==> config.mk <==
export PLATFORM = sky130hd
export DESIGN_NAME = snbl_ctrl
export DESIGN_NICKNAME = d
export VERILOG_FILES = /design/src/hdl/snbl_pkg.sv /design/src/hdl/snbl_ctrl.sv
export SDC_FILE = /design/constraint.sdc
export NUM_CORES = 1
export LEC_CHECK = 0
export BUFFER_PORTS_ARGS = -buffer_cell sky130_fd_sc_hd__clkbuf_2
export CAP_MARGIN = 20
export CORE_MARGIN = 3
export CORE_UTILIZATION = 43
export CTS_CLUSTER_SIZE = 30
export DETAILED_ROUTE_END_ITERATION = 12
export PLACE_DENSITY = 0.88
export SLEW_MARGIN = 0
export SYNTH_ARGS = -nofsm -noshare
export SYNTH_HDL_FRONTEND = slang
export SYNTH_SLANG_ARGS = --single-unit
==> constraint.sdc <==
create_clock -name clock -period 1.69 [get_ports clock]
set_clock_uncertainty 0.2 [all_clocks]
set_input_delay 0.169 -clock clock [delete_from_list [all_inputs] [get_ports clock]]
set_output_delay 0.169 -clock clock [all_outputs]
set_load 0.03 [all_outputs]
==> src/hdl/snbl_pkg.sv <==
// Shared types and constants for the symbol nearest-below lookup engine.
// Used by the controller, datapath and top level.
package snbl_pkg;

   localparam logic [1:0] OP_CLEAR  = 2'd0;
   localparam logic [1:0] OP_APPEND = 2'd1;
   localparam logic [1:0] OP_SORT   = 2'd2;
   localparam logic [1:0] OP_QUERY  = 2'd3;

   localparam logic [2:0] REG_SECTION_MASK = 3'd0;
   localparam logic [2:0] REG_CLASS_MASK   = 3'd1;
   localparam logic [2:0] REG_EXTERNAL     = 3'd2;
   localparam logic [2:0] REG_TEXT         = 3'd3;
   localparam logic [2:0] REG_DATA         = 3'd4;
   localparam logic [2:0] REG_BSS          = 3'd5;

   localparam int GAP_MUL = 3;
   localparam int GAP_FIRST = 4;

   typedef enum logic [4:0] {
      ST_IDLE,
      ST_GAP,        // append: store entry or flag full
      ST_PASS,       // start a pass: j = gap
      ST_JSTART,     // i = j - gap
      ST_RDA,        // read entry i
      ST_RDB,        // read entry i+gap
      ST_CMP,        // compare, maybe swap
      ST_WRB,        // write second half of swap
      ST_NEXTJ,
      ST_NEXTGAP,
      ST_BS_RD,      // binary search read mid
      ST_BS_CMP,
      ST_SC_RD,      // backward scan read
      ST_SC_CMP,
      ST_RESP
   } state_type;

   typedef struct packed {
      logic       load_req;
      logic       clear_cnt;
      logic       append;
      logic       gap_init;
      logic       gap_grow;
      logic       gap_div;
      logic       j_init;
      logic       j_inc;
      logic       i_init;
      logic       i_dec;
      logic       rd_a;
      logic       rd_b;
      logic       latch_a;
      logic       latch_b;
      logic       wr_a;
      logic       wr_b;
      logic       bs_init;
      logic       bs_rd;
      logic       bs_upd;
      logic       sc_rd;
      logic       sc_dec;
      logic       set_hit;
      logic       clr_result;
      logic       set_full;
   } cmd_type;

   typedef struct packed {
      logic gap_can_grow;
      logic gap_is_one;
      logic j_done;
      logic i_neg;
      logic in_order;
      logic bs_done;
      logic sc_neg;
      logic sc_hit;
      logic full;
   } status_type;

endpackage

==> src/hdl/snbl_ctrl.sv <==
// Controller state machine for the lookup engine.
// Depends on snbl_pkg.
module snbl_ctrl
   import snbl_pkg::*;
(
   input  logic       clock,
   input  logic       reset,
   input  logic       req_valid,
   output logic       req_stall,
   input  logic [1:0] req_opcode,
   output logic       rsp_valid,
   input  logic       rsp_stall,
   output cmd_type    cmd,
   input  status_type stat
);
   state_type state_ff, state_in;
   logic rsp_valid_ff, rsp_valid_in;
   logic take;

   assign req_stall = (state_ff != ST_IDLE) || rsp_valid_ff;
   assign take = req_valid && !req_stall;
   assign rsp_valid = rsp_valid_ff;

   always_ff @(posedge clock) begin
      if (reset) begin
         state_ff <= ST_IDLE;
         rsp_valid_ff <= 1'b0;
      end else begin
         state_ff <= state_in;
         rsp_valid_ff <= rsp_valid_in;
      end
   end

   always_comb begin
      state_in = state_ff;
      cmd = '0;
      rsp_valid_in = rsp_valid_ff && rsp_stall;
      unique case (state_ff)
         ST_IDLE: begin
            if (take) begin
               cmd.clr_result = 1'b1;
               cmd.load_req = 1'b1;
               unique case (req_opcode)
                  OP_CLEAR: begin
                     cmd.clear_cnt = 1'b1;
                     state_in = ST_RESP;
                  end
                  OP_APPEND: state_in = ST_GAP;  // reuse: decide full next
                  OP_SORT: begin
                     cmd.gap_init = 1'b1;
                     state_in = ST_NEXTGAP;
                  end
                  OP_QUERY: begin
                     cmd.bs_init = 1'b1;
                     state_in = ST_BS_RD;
                  end
                  default: state_in = ST_RESP;
               endcase
            end
         end
         ST_GAP: begin
            if (stat.full) cmd.set_full = 1'b1;
            else cmd.append = 1'b1;
            state_in = ST_RESP;
         end
         ST_NEXTGAP: begin  // grow gap until done
            if (stat.gap_can_grow) cmd.gap_grow = 1'b1;
            else state_in = ST_PASS;
         end
         ST_PASS: begin
            cmd.j_init = 1'b1;
            state_in = ST_NEXTJ;
         end
         ST_NEXTJ: begin
            if (stat.j_done) begin
               if (stat.gap_is_one) state_in = ST_RESP;
               else begin
                  cmd.gap_div = 1'b1;
                  state_in = ST_PASS;
               end
            end else begin
               cmd.i_init = 1'b1;
               state_in = ST_JSTART;
            end
         end
         ST_JSTART: begin
            if (stat.i_neg) begin
               cmd.j_inc = 1'b1;
               state_in = ST_NEXTJ;
            end else begin
               cmd.rd_a = 1'b1;
               state_in = ST_RDA;
            end
         end
         ST_RDA: begin
            cmd.latch_a = 1'b1;
            cmd.rd_b = 1'b1;
            state_in = ST_RDB;
         end
         ST_RDB: begin
            cmd.latch_b = 1'b1;
            state_in = ST_CMP;
         end
         ST_CMP: begin
            if (stat.in_order) begin
               cmd.j_inc = 1'b1;
               state_in = ST_NEXTJ;
            end else begin
               cmd.wr_a = 1'b1;  // entry i <- b
               state_in = ST_WRB;
            end
         end
         ST_WRB: begin
            cmd.wr_b = 1'b1;     // entry i+gap <- a
            cmd.i_dec = 1'b1;
            state_in = ST_JSTART;
         end
         ST_BS_RD: begin
            if (stat.bs_done) state_in = ST_SC_RD;
            else begin
               cmd.bs_rd = 1'b1;
               state_in = ST_BS_CMP;
            end
         end
         ST_BS_CMP: begin
            cmd.bs_upd = 1'b1;
            state_in = ST_BS_RD;
         end
         ST_SC_RD: begin
            if (stat.sc_neg) state_in = ST_RESP;
            else begin
               cmd.sc_rd = 1'b1;
               state_in = ST_SC_CMP;
            end
         end
         ST_SC_CMP: begin
            if (stat.sc_hit) begin
               cmd.set_hit = 1'b1;
               state_in = ST_RESP;
            end else begin
               cmd.sc_dec = 1'b1;
               state_in = ST_SC_RD;
            end
         end
         ST_RESP: begin
            rsp_valid_in = 1'b1;
            state_in = ST_IDLE;
         end
         default: state_in = ST_IDLE;
      endcase
   end
endmodule

After elaboration in Yosys (flattened, before gate mapping) --
Index checks and enable logic that the tools add are counted.
Word-level totals: output and inout bits 26, bits of input ports 15, logic and storage cells 82, register bits 6
Operators by class: reductions and logical operators 8, muxes and demuxes 53, eq/ne operators 19
Operators with widths (number):
- $pmux 5 s14 | 1
- $mux 1 | 37
- $eq 5x4->1 const B | 7
- $eq 5x3->1 const B | 4
- $pmux 5 s4 | 1
- $mux 4 | 4
- $mux 2 | 6
- $eq 5x2->1 const B | 2
- $mux 5 | 2
- $eq 5x1->1 const B | 1
- $logic_not 5->1 | 1
- $reduce_bool 5->1 | 1
- $eq 2x2->1 const B | 2
- $ne 2x2->1 const B | 2
- $mux 3 | 1
- $eq 2x1->1 const B | 1
- $logic_and 1x1->1 | 2
- $logic_not 2->1 | 1
- $pmux 1 s2 | 1
- $reduce_and 2->1 | 1
- $logic_not 1->1 | 1
- $logic_or 1x1->1 | 1

Longest topological paths before layout --
Gate-level depths: netlist of the first run.
word-level depth 6, mapped depth 6, mapped depth without buffers 6

Worst setup path before layout of the first run --
Ideal clock, no wire load.
kind register -> output, from register state_ff[3], to output cmd[20] in the netlist's numbering, stages on the path, launching flop included 5, buffers on the path 2, required time 1321 ps, slack -519 ps, arrival 1840 ps, path through dfxtp_1 > buf_2 > buf_2 > nor4_2 > and2_1
RTL lines:
- start, declared | RTL line snbl_ctrl.sv:16 | state_type state_ff, state_in;
- start signal, assigned | RTL line snbl_ctrl.sv:29 | state_ff <= state_in;
- end, declared | RTL line snbl_ctrl.sv:13 | output cmd_type cmd,

==> flow_summary.ini, run 1 <==
[clock_tree]
clkSlewWorstSetupHoldPaths_ps = 50
maximum_root_to_sink_buffer_count = 2
tritoncts.num_buffers = 3
clock_latency_ps = 260
root_driver = sky130_fd_sc_hd__clkbuf_4
number_of_sinks_handled_by_clock_tree_synthesis = 5
cts_tree = built
htreeDepth = 1

[sta]
min_period_ps = 1850
max_slew_margin_pct = 79.8
rsz_0062_raised_after_global_routing = yes
timing_worst_slew_pin_value_ps = 300
timing.final.max_slew_violations = 0
finalSetupViolCount = 17
max_freq_mhz = 541
hold_violations = 0
period_share_pct = 109
layout_setup_ws_ps = -160

[grt]
antenna_found_initial = 0
grt_first_pass_wirelength_um = 4140
grt_pass1_vias = 880
grt_max_degree = 16
globalRoute.totalOverflow = 0
global_route.usage.total_pct = 26.9

[routing]
drt_pass1_iterations = 4
routed_via_density = 6.39
route.vias.total = 1061
initialDrtViolationCount = 48
detail_route.drc_violations = 0
finalWirelength_um = 3480
wl_per_cell_um = 21.0
drt.antenna.violating_nets = 0

[synthesis]
post-synth-top-area-fraction_pct = 14.0
synth_common_cells = 10 x sky130_fd_sc_hd__nor2_1, 9 x sky130_fd_sc_hd__nand2b_1, 9 x sky130_fd_sc_hd__nor3_1
synthesis.area_um2 = 713
synth_area_leaders = sky130_fd_sc_hd__dfxtp_1 14%, sky130_fd_sc_hd__ha_1 8.8%, sky130_fd_sc_hd__nand2b_1 7.9%
yosys.cell_types.count = 34
yosys_register_bits = 5
synth_warnings = 0
synth_most_common_cell = sky130_fd_sc_hd__nor2_1
ys_seq_area_share_pct = 14.0
dominantRegCellSynth = sky130_fd_sc_hd__dfxtp_1
synthDominantAreaCellType = sky130_fd_sc_hd__dfxtp_1
synth_enable_flop_cells = 0
synth_cells = 100
async_flop_share_pct = 0
syn-mean-instance-area_um2 = 7.13
synth_fp_nets = 120

[floorplan]
die_width_um = 46.7
pin_count = 41
die_area_um2 = 2180
core.rowCount = 14
dieHeight_um = 46.7
area_of_the_core_um2 = 1540
starting_density_pct = 46.3

[setup_path]
worst_r2r_startpoint = state_ff[2]
setup.worst_path.start_class = flop
worst-r2r-cell-count = 5
worst_ep_required_time_ps = 1320
critical_path_peak_fanout = 6
worstSetupPathType = reg2out
worst_setup_path_end_kind = output pin
ff2ff_setup_slack_ps = -30
r2r_end = state_ff[2]
data_arrival_time_of_the_worst_path_ps = 1480

[power]
reported_net_switching_power_mw = 1.17
cellLeakagePower_nw = 0.608
share_comb_of_total_power_pct = 81.2
intPower_mw = 0.993
share_seq_of_total_power_pct = 11.4
vdd.ir_drop.worst_v = 0.000977
share_clk_of_total_power_pct = 7.4
power_switching_share_pct = 54.1
power.density_cell_area_nw_per_um2 = 1610

[finish]
share_of_cells_above_drive_strength_1_pct = 62.0
antenna_cells = 0
finish.cell_count_without_fillers = 166
area_growth_syn_to_layout_pct = 88.2
nets = 171
final_area_um2 = 1340

[run_status]
status = finished with violations
violated_checks = setup timing

[job]
maxCapViolations = 0

[hold_path]
min_path_type = in2reg
holdCritStartpoint = stat[5]
whs_endpoint = state_ff[2]
worst_hold_path.num_cells = 4

[placement]
buffer_ports.inserted = 40
pre_cts_slack_ps = -30.6
finalWeightedCongestion = 0.877
dp.final_hpwl_um = 1770
dpl_cell_area_um2 = 1000
placed_cells = 154
metal layers:
metal	share of wire (%)	global-route usage, %	up-vias
li1	-	-	450
met1	36	33.6	496
met2	49	49.7	89
met3	11	1.95	26
met4	4.2	6.08	0
met5	0	0	-
state kept, by name, summed over array words and instances, names as in the netlist:
signal / count
state_ff: 4
rsp_valid: 1
cells in the final DEF, fill, tap and decap left out, drive strengths merged:
| cell | synthesis | layout |
|---|---|---|
| nor4b | 1 | 1 |
| nor2 | 10 | 10 |
| inv | 6 | 6 |
| a31oi | 1 | 1 |
| nand3 | 1 | 1 |
| o21ai | 2 | 2 |
| and4b | 1 | 1 |
| buf | 9 | 32 |
| a32o | 1 | 1 |
| ha | 5 | 5 |
| or2 | 2 | 2 |
| nand3b | 2 | 2 |
| a41oi | 1 | 1 |
| nand2b | 10 | 10 |
| or3 | 1 | 1 |
| o32ai | 2 | 2 |
| o21bai | 5 | 5 |
| dlygate4sd3 | 0 | 2 |
| a311oi | 2 | 2 |
| a21boi | 1 | 1 |
| clkbuf | 1 | 26 |
| and2 | 3 | 3 |
| nor4 | 4 | 4 |
| o22ai | 1 | 1 |
| a22oi | 2 | 2 |
| nor3 | 9 | 9 |
| dfxtp | 5 | 5 |
| nor2b | 4 | 4 |
| nand2 | 5 | 5 |
| a21oi | 3 | 3 |
layout make-up:
type,count,area [um^2]
Clock buffer,4,26.3
Fill cell,86,199
Inverter,6,25.0
Multi-Input combinational cell,79,712
Sequential cell,5,106
Tap cell,16,20.0
Timing Repair Buffer,56,453
repair_timing:
action,4_1_cts,5_1_grt
endpoints found under the setup margin,23,24
pin swaps,7,4
hold buffers,2,0
gates resized for setup,40,41
endpoints found under the hold margin,3,0
buffers inserted,5,1
kinds of logic after synthesis:
group	count (synthesis)	share of synthesized area, %
simple gates	53	43.7
compound gates	21	22.1
flops	5	14.0
fa+ha+maj	5	8.77
buf+inv	16	11.4
power groups by stage:
stage	combinational, mW	sequential [mW]	clock (mW)
final	1.76	0.247	0.160
after global routing	1.83	0.252	0.169
after CTS	1.51	0.228	0.143
after detailed placement	1.27	0.207	0
after global placement	1.23	0.203	0
after floorplan	0.977	0.200	0
metrics by stage:
step                total power [mW]  setup TNS [ps]  utilization, %  hold WS [ps]
floorplan                       1.18           -1760               -          41.1
finish                          2.16           -1390            87.1           124
CTS                             1.88            -780            80.3           119
global placement                1.43               0            65.2           180
detailed placement              1.47           -49.2            65.2           183
global route                    2.25           -2700            87.1           156
how the worst max path moves through the flow:
stage | start | endpoint | slack [ps] | depth (start not counted)
3_5_place_dp | state_ff[2] | cmd[20] | -30 | 4
6_report | state_ff[2] | cmd[19] | -160 | 5
3_3_place_gp | state_ff[2] | cmd[22] | 20 | 4
4_1_cts | state_ff[2] | cmd[20] | -120 | 4
2_1_floorplan | state_ff[2] | cmd[20] | -250 | 4
5_1_grt | state_ff[2] | cmd[23] | -230 | 4
worst max-delay path: stages (launching register included):
cell,delay (ps)
sky130_fd_sc_hd__dfxtp_2,330
sky130_fd_sc_hd__or2_4,260
sky130_fd_sc_hd__buf_4,180
sky130_fd_sc_hd__or2_4,260
sky130_fd_sc_hd__inv_4,70
sky130_fd_sc_hd__buf_8,120
No activity file was read; power rests on OpenSTA's default activity.
==> run 2: changes to the inputs <==
Settings changed: SKIP_LAST_GASP set to 1.
==> flow_summary.ini, run 2 (synthesis results as in run 1) <==
[run_status]
status = finished with violations
violated_checks = setup timing

[grt]
grt_pass1_vias = 910
antenna_found_initial = 0
grt_first_pass_wirelength_um = 4170
globalRoute.totalOverflow = 0
grt_max_degree = 16
global_route.usage.total_pct = 27.1

[job]
maxCapViolations = 0

[finish]
finish.cell_count_without_fillers = 174
nets = 179
fill_cells = 58
area_growth_syn_to_layout_pct = 100
antenna_cells = 0
share_of_cells_above_drive_strength_1_pct = 62.7
regMostFlops = state_ff
largest_register_ff_count = 4
most_common_cell_after_layout_fill_and_taps_aside = sky130_fd_sc_hd__buf_4
final_cell_mix = 23 x sky130_fd_sc_hd__buf_4, 21 x sky130_fd_sc_hd__clkbuf_2, 9 x sky130_fd_sc_hd__nor2_1

[placement]
placed_cells = 154
buffer_ports.inserted = 40
pre_cts_slack_ps = -30.6
finalWeightedCongestion = 0.877
dp.final_hpwl_um = 1770

[clock_tree]
maximum_root_to_sink_buffer_count = 2
number_of_sinks_handled_by_clock_tree_synthesis = 5
clkSlewWorstSetupHoldPaths_ps = 60
cts_tree = built
root_driver = sky130_fd_sc_hd__clkbuf_4
htreeDepth = 1
tritoncts.num_buffers = 3
clock_latency_ps = 260

[power]
total_power_mw = 2.39
share_comb_of_total_power_pct = 83.4
power.density_cell_area_nw_per_um2 = 1680
reported_net_switching_power_mw = 1.28
cellLeakagePower_nw = 0.666
share_seq_of_total_power_pct = 9.8
power_switching_share_pct = 53.5
intPower_mw = 1.11
vdd.ir_drop.worst_v = 0.00101
share_clk_of_total_power_pct = 6.8

[setup_path]
r2r_end = state_ff[3]
worst_r2r_startpoint = state_ff[1]
ff2ff_setup_slack_ps = -90
cp_slowest_stage_delay_ps = 340
worst-r2r-cell-count = 5
worstSetupPathType = reg2out
data_arrival_time_of_the_worst_path_ps = 1530
worst_setup_path_end_kind = output pin
critical_path_peak_fanout = 4
timing.critical_path.slowest_stage_cell = sky130_fd_sc_hd__dfxtp_1
worst_ep_required_time_ps = 1320
setup.worst_path.start_class = flop
cp_cell_sequence = or2_4 > nor4_4 > buf_4 > clkbuf_4

[floorplan]
starting_density_pct = 46.3
core.rowCount = 14
dieHeight_um = 46.7
die_area_um2 = 2180
die_width_um = 46.7
pin_count = 41
area_of_the_core_um2 = 1540

[routing]
drt_pass1_iterations = 5
wl_per_cell_um = 24.1
initialDrtViolationCount = 82
routed_via_density = 6.70
drt.antenna.violating_nets = 0
route.vias.total = 1165
finalWirelength_um = 4190
detail_route.drc_violations = 0

[sta]
tns_ps = -2210
period_share_pct = 112
hold_violations = 0
max_freq_mhz = 527
finalSetupViolCount = 25
max_slew_margin_pct = 77.7
layout_setup_ws_ps = -207
rsz_0062_raised_after_global_routing = yes
timing.final.max_slew_violations = 0
timing_worst_slew_pin_value_ps = 332
min_period_ps = 1900

[hold_path]
min_path_type = in2reg
worst_hold_path.num_cells = 4
holdCritStartpoint = stat[8]
whs_endpoint = state_ff[0]
[run 2: cell count changes in the layout (fill, tap and decap cells not counted), sizes merged]
cell / previous run / this run
buf: 32 / 37
clkbuf: 26 / 29
[run 2: how the worst max path moves through the flow]
stage | start | to | slack (ps) | depth (start not counted)
after global placement | state_ff[2] | cmd[22] | 20 | 4
after global routing | rsp_valid | cmd[23] | -280 | 4
after CTS | state_ff[2] | cmd[20] | -120 | 4
after detailed placement | state_ff[2] | cmd[20] | -30 | 4
after floorplan | state_ff[2] | cmd[20] | -250 | 4
final | state_ff[1] | cmd[23] | -210 | 4
[run 2: power groups by stage]
stage	Sequential (mW)	Combinational (mW)	Clock (mW)
after floorplan	0.200	0.977	0
after global placement	0.203	1.23	0
after detailed placement	0.207	1.27	0
after CTS	0.226	1.50	0.143
after global routing	0.234	2.06	0.160
final	0.235	2.00	0.162
[run 2: final cells by class]
cell class / instances / area [um^2] / share of cell area (%)
Clock buffer: 4 / 26.3 / 1.84
Inverter: 6 / 25.0 / 1.75
Multi-Input combinational cell: 79 / 732 / 51.3
Sequential cell: 5 / 106 / 7.46
Tap cell: 16 / 20.0 / 1.40
Timing Repair Buffer: 64 / 517 / 36.2
[run 2: metrics by stage]
step	instance area, um^2	utilization (%)	hold slack (ps)
3_5_place_dp	1000	65.2	183
2_1_floorplan	787	-	41.1
5_1_grt	1430	92.5	172
4_1_cts	1230	79.9	119
6_report	1430	92.5	151
3_3_place_gp	1000	65.2	180
[run 2: layer usage]
layer / track usage (%) / wire (um) / vias to the layer above
met5: 0 / 0 / -
met4: 8.84 / 263 / 0
met3: 2.34 / 474 / 36
met2: 50.3 / 1990 / 119
met1: 32.5 / 1460 / 543
li1: - / - / 467
[run 2: repair_timing]
| item | CTS | global route |
|---|---|---|
| endpoints found under the hold margin | 3 | 0 |
| pin swaps | 6 | 6 |
| buffers inserted | 5 | 9 |
| hold buffers | 2 | 0 |
| resized for setup | 38 | 43 |
| setup endpoints to repair | 23 | 26 |
[run 2: critical path: cells and delay by family, from the launching register on]
kind	cells	cell delay [ps]
flops	1	340
buf+inv	2	360
simple gates	2	570
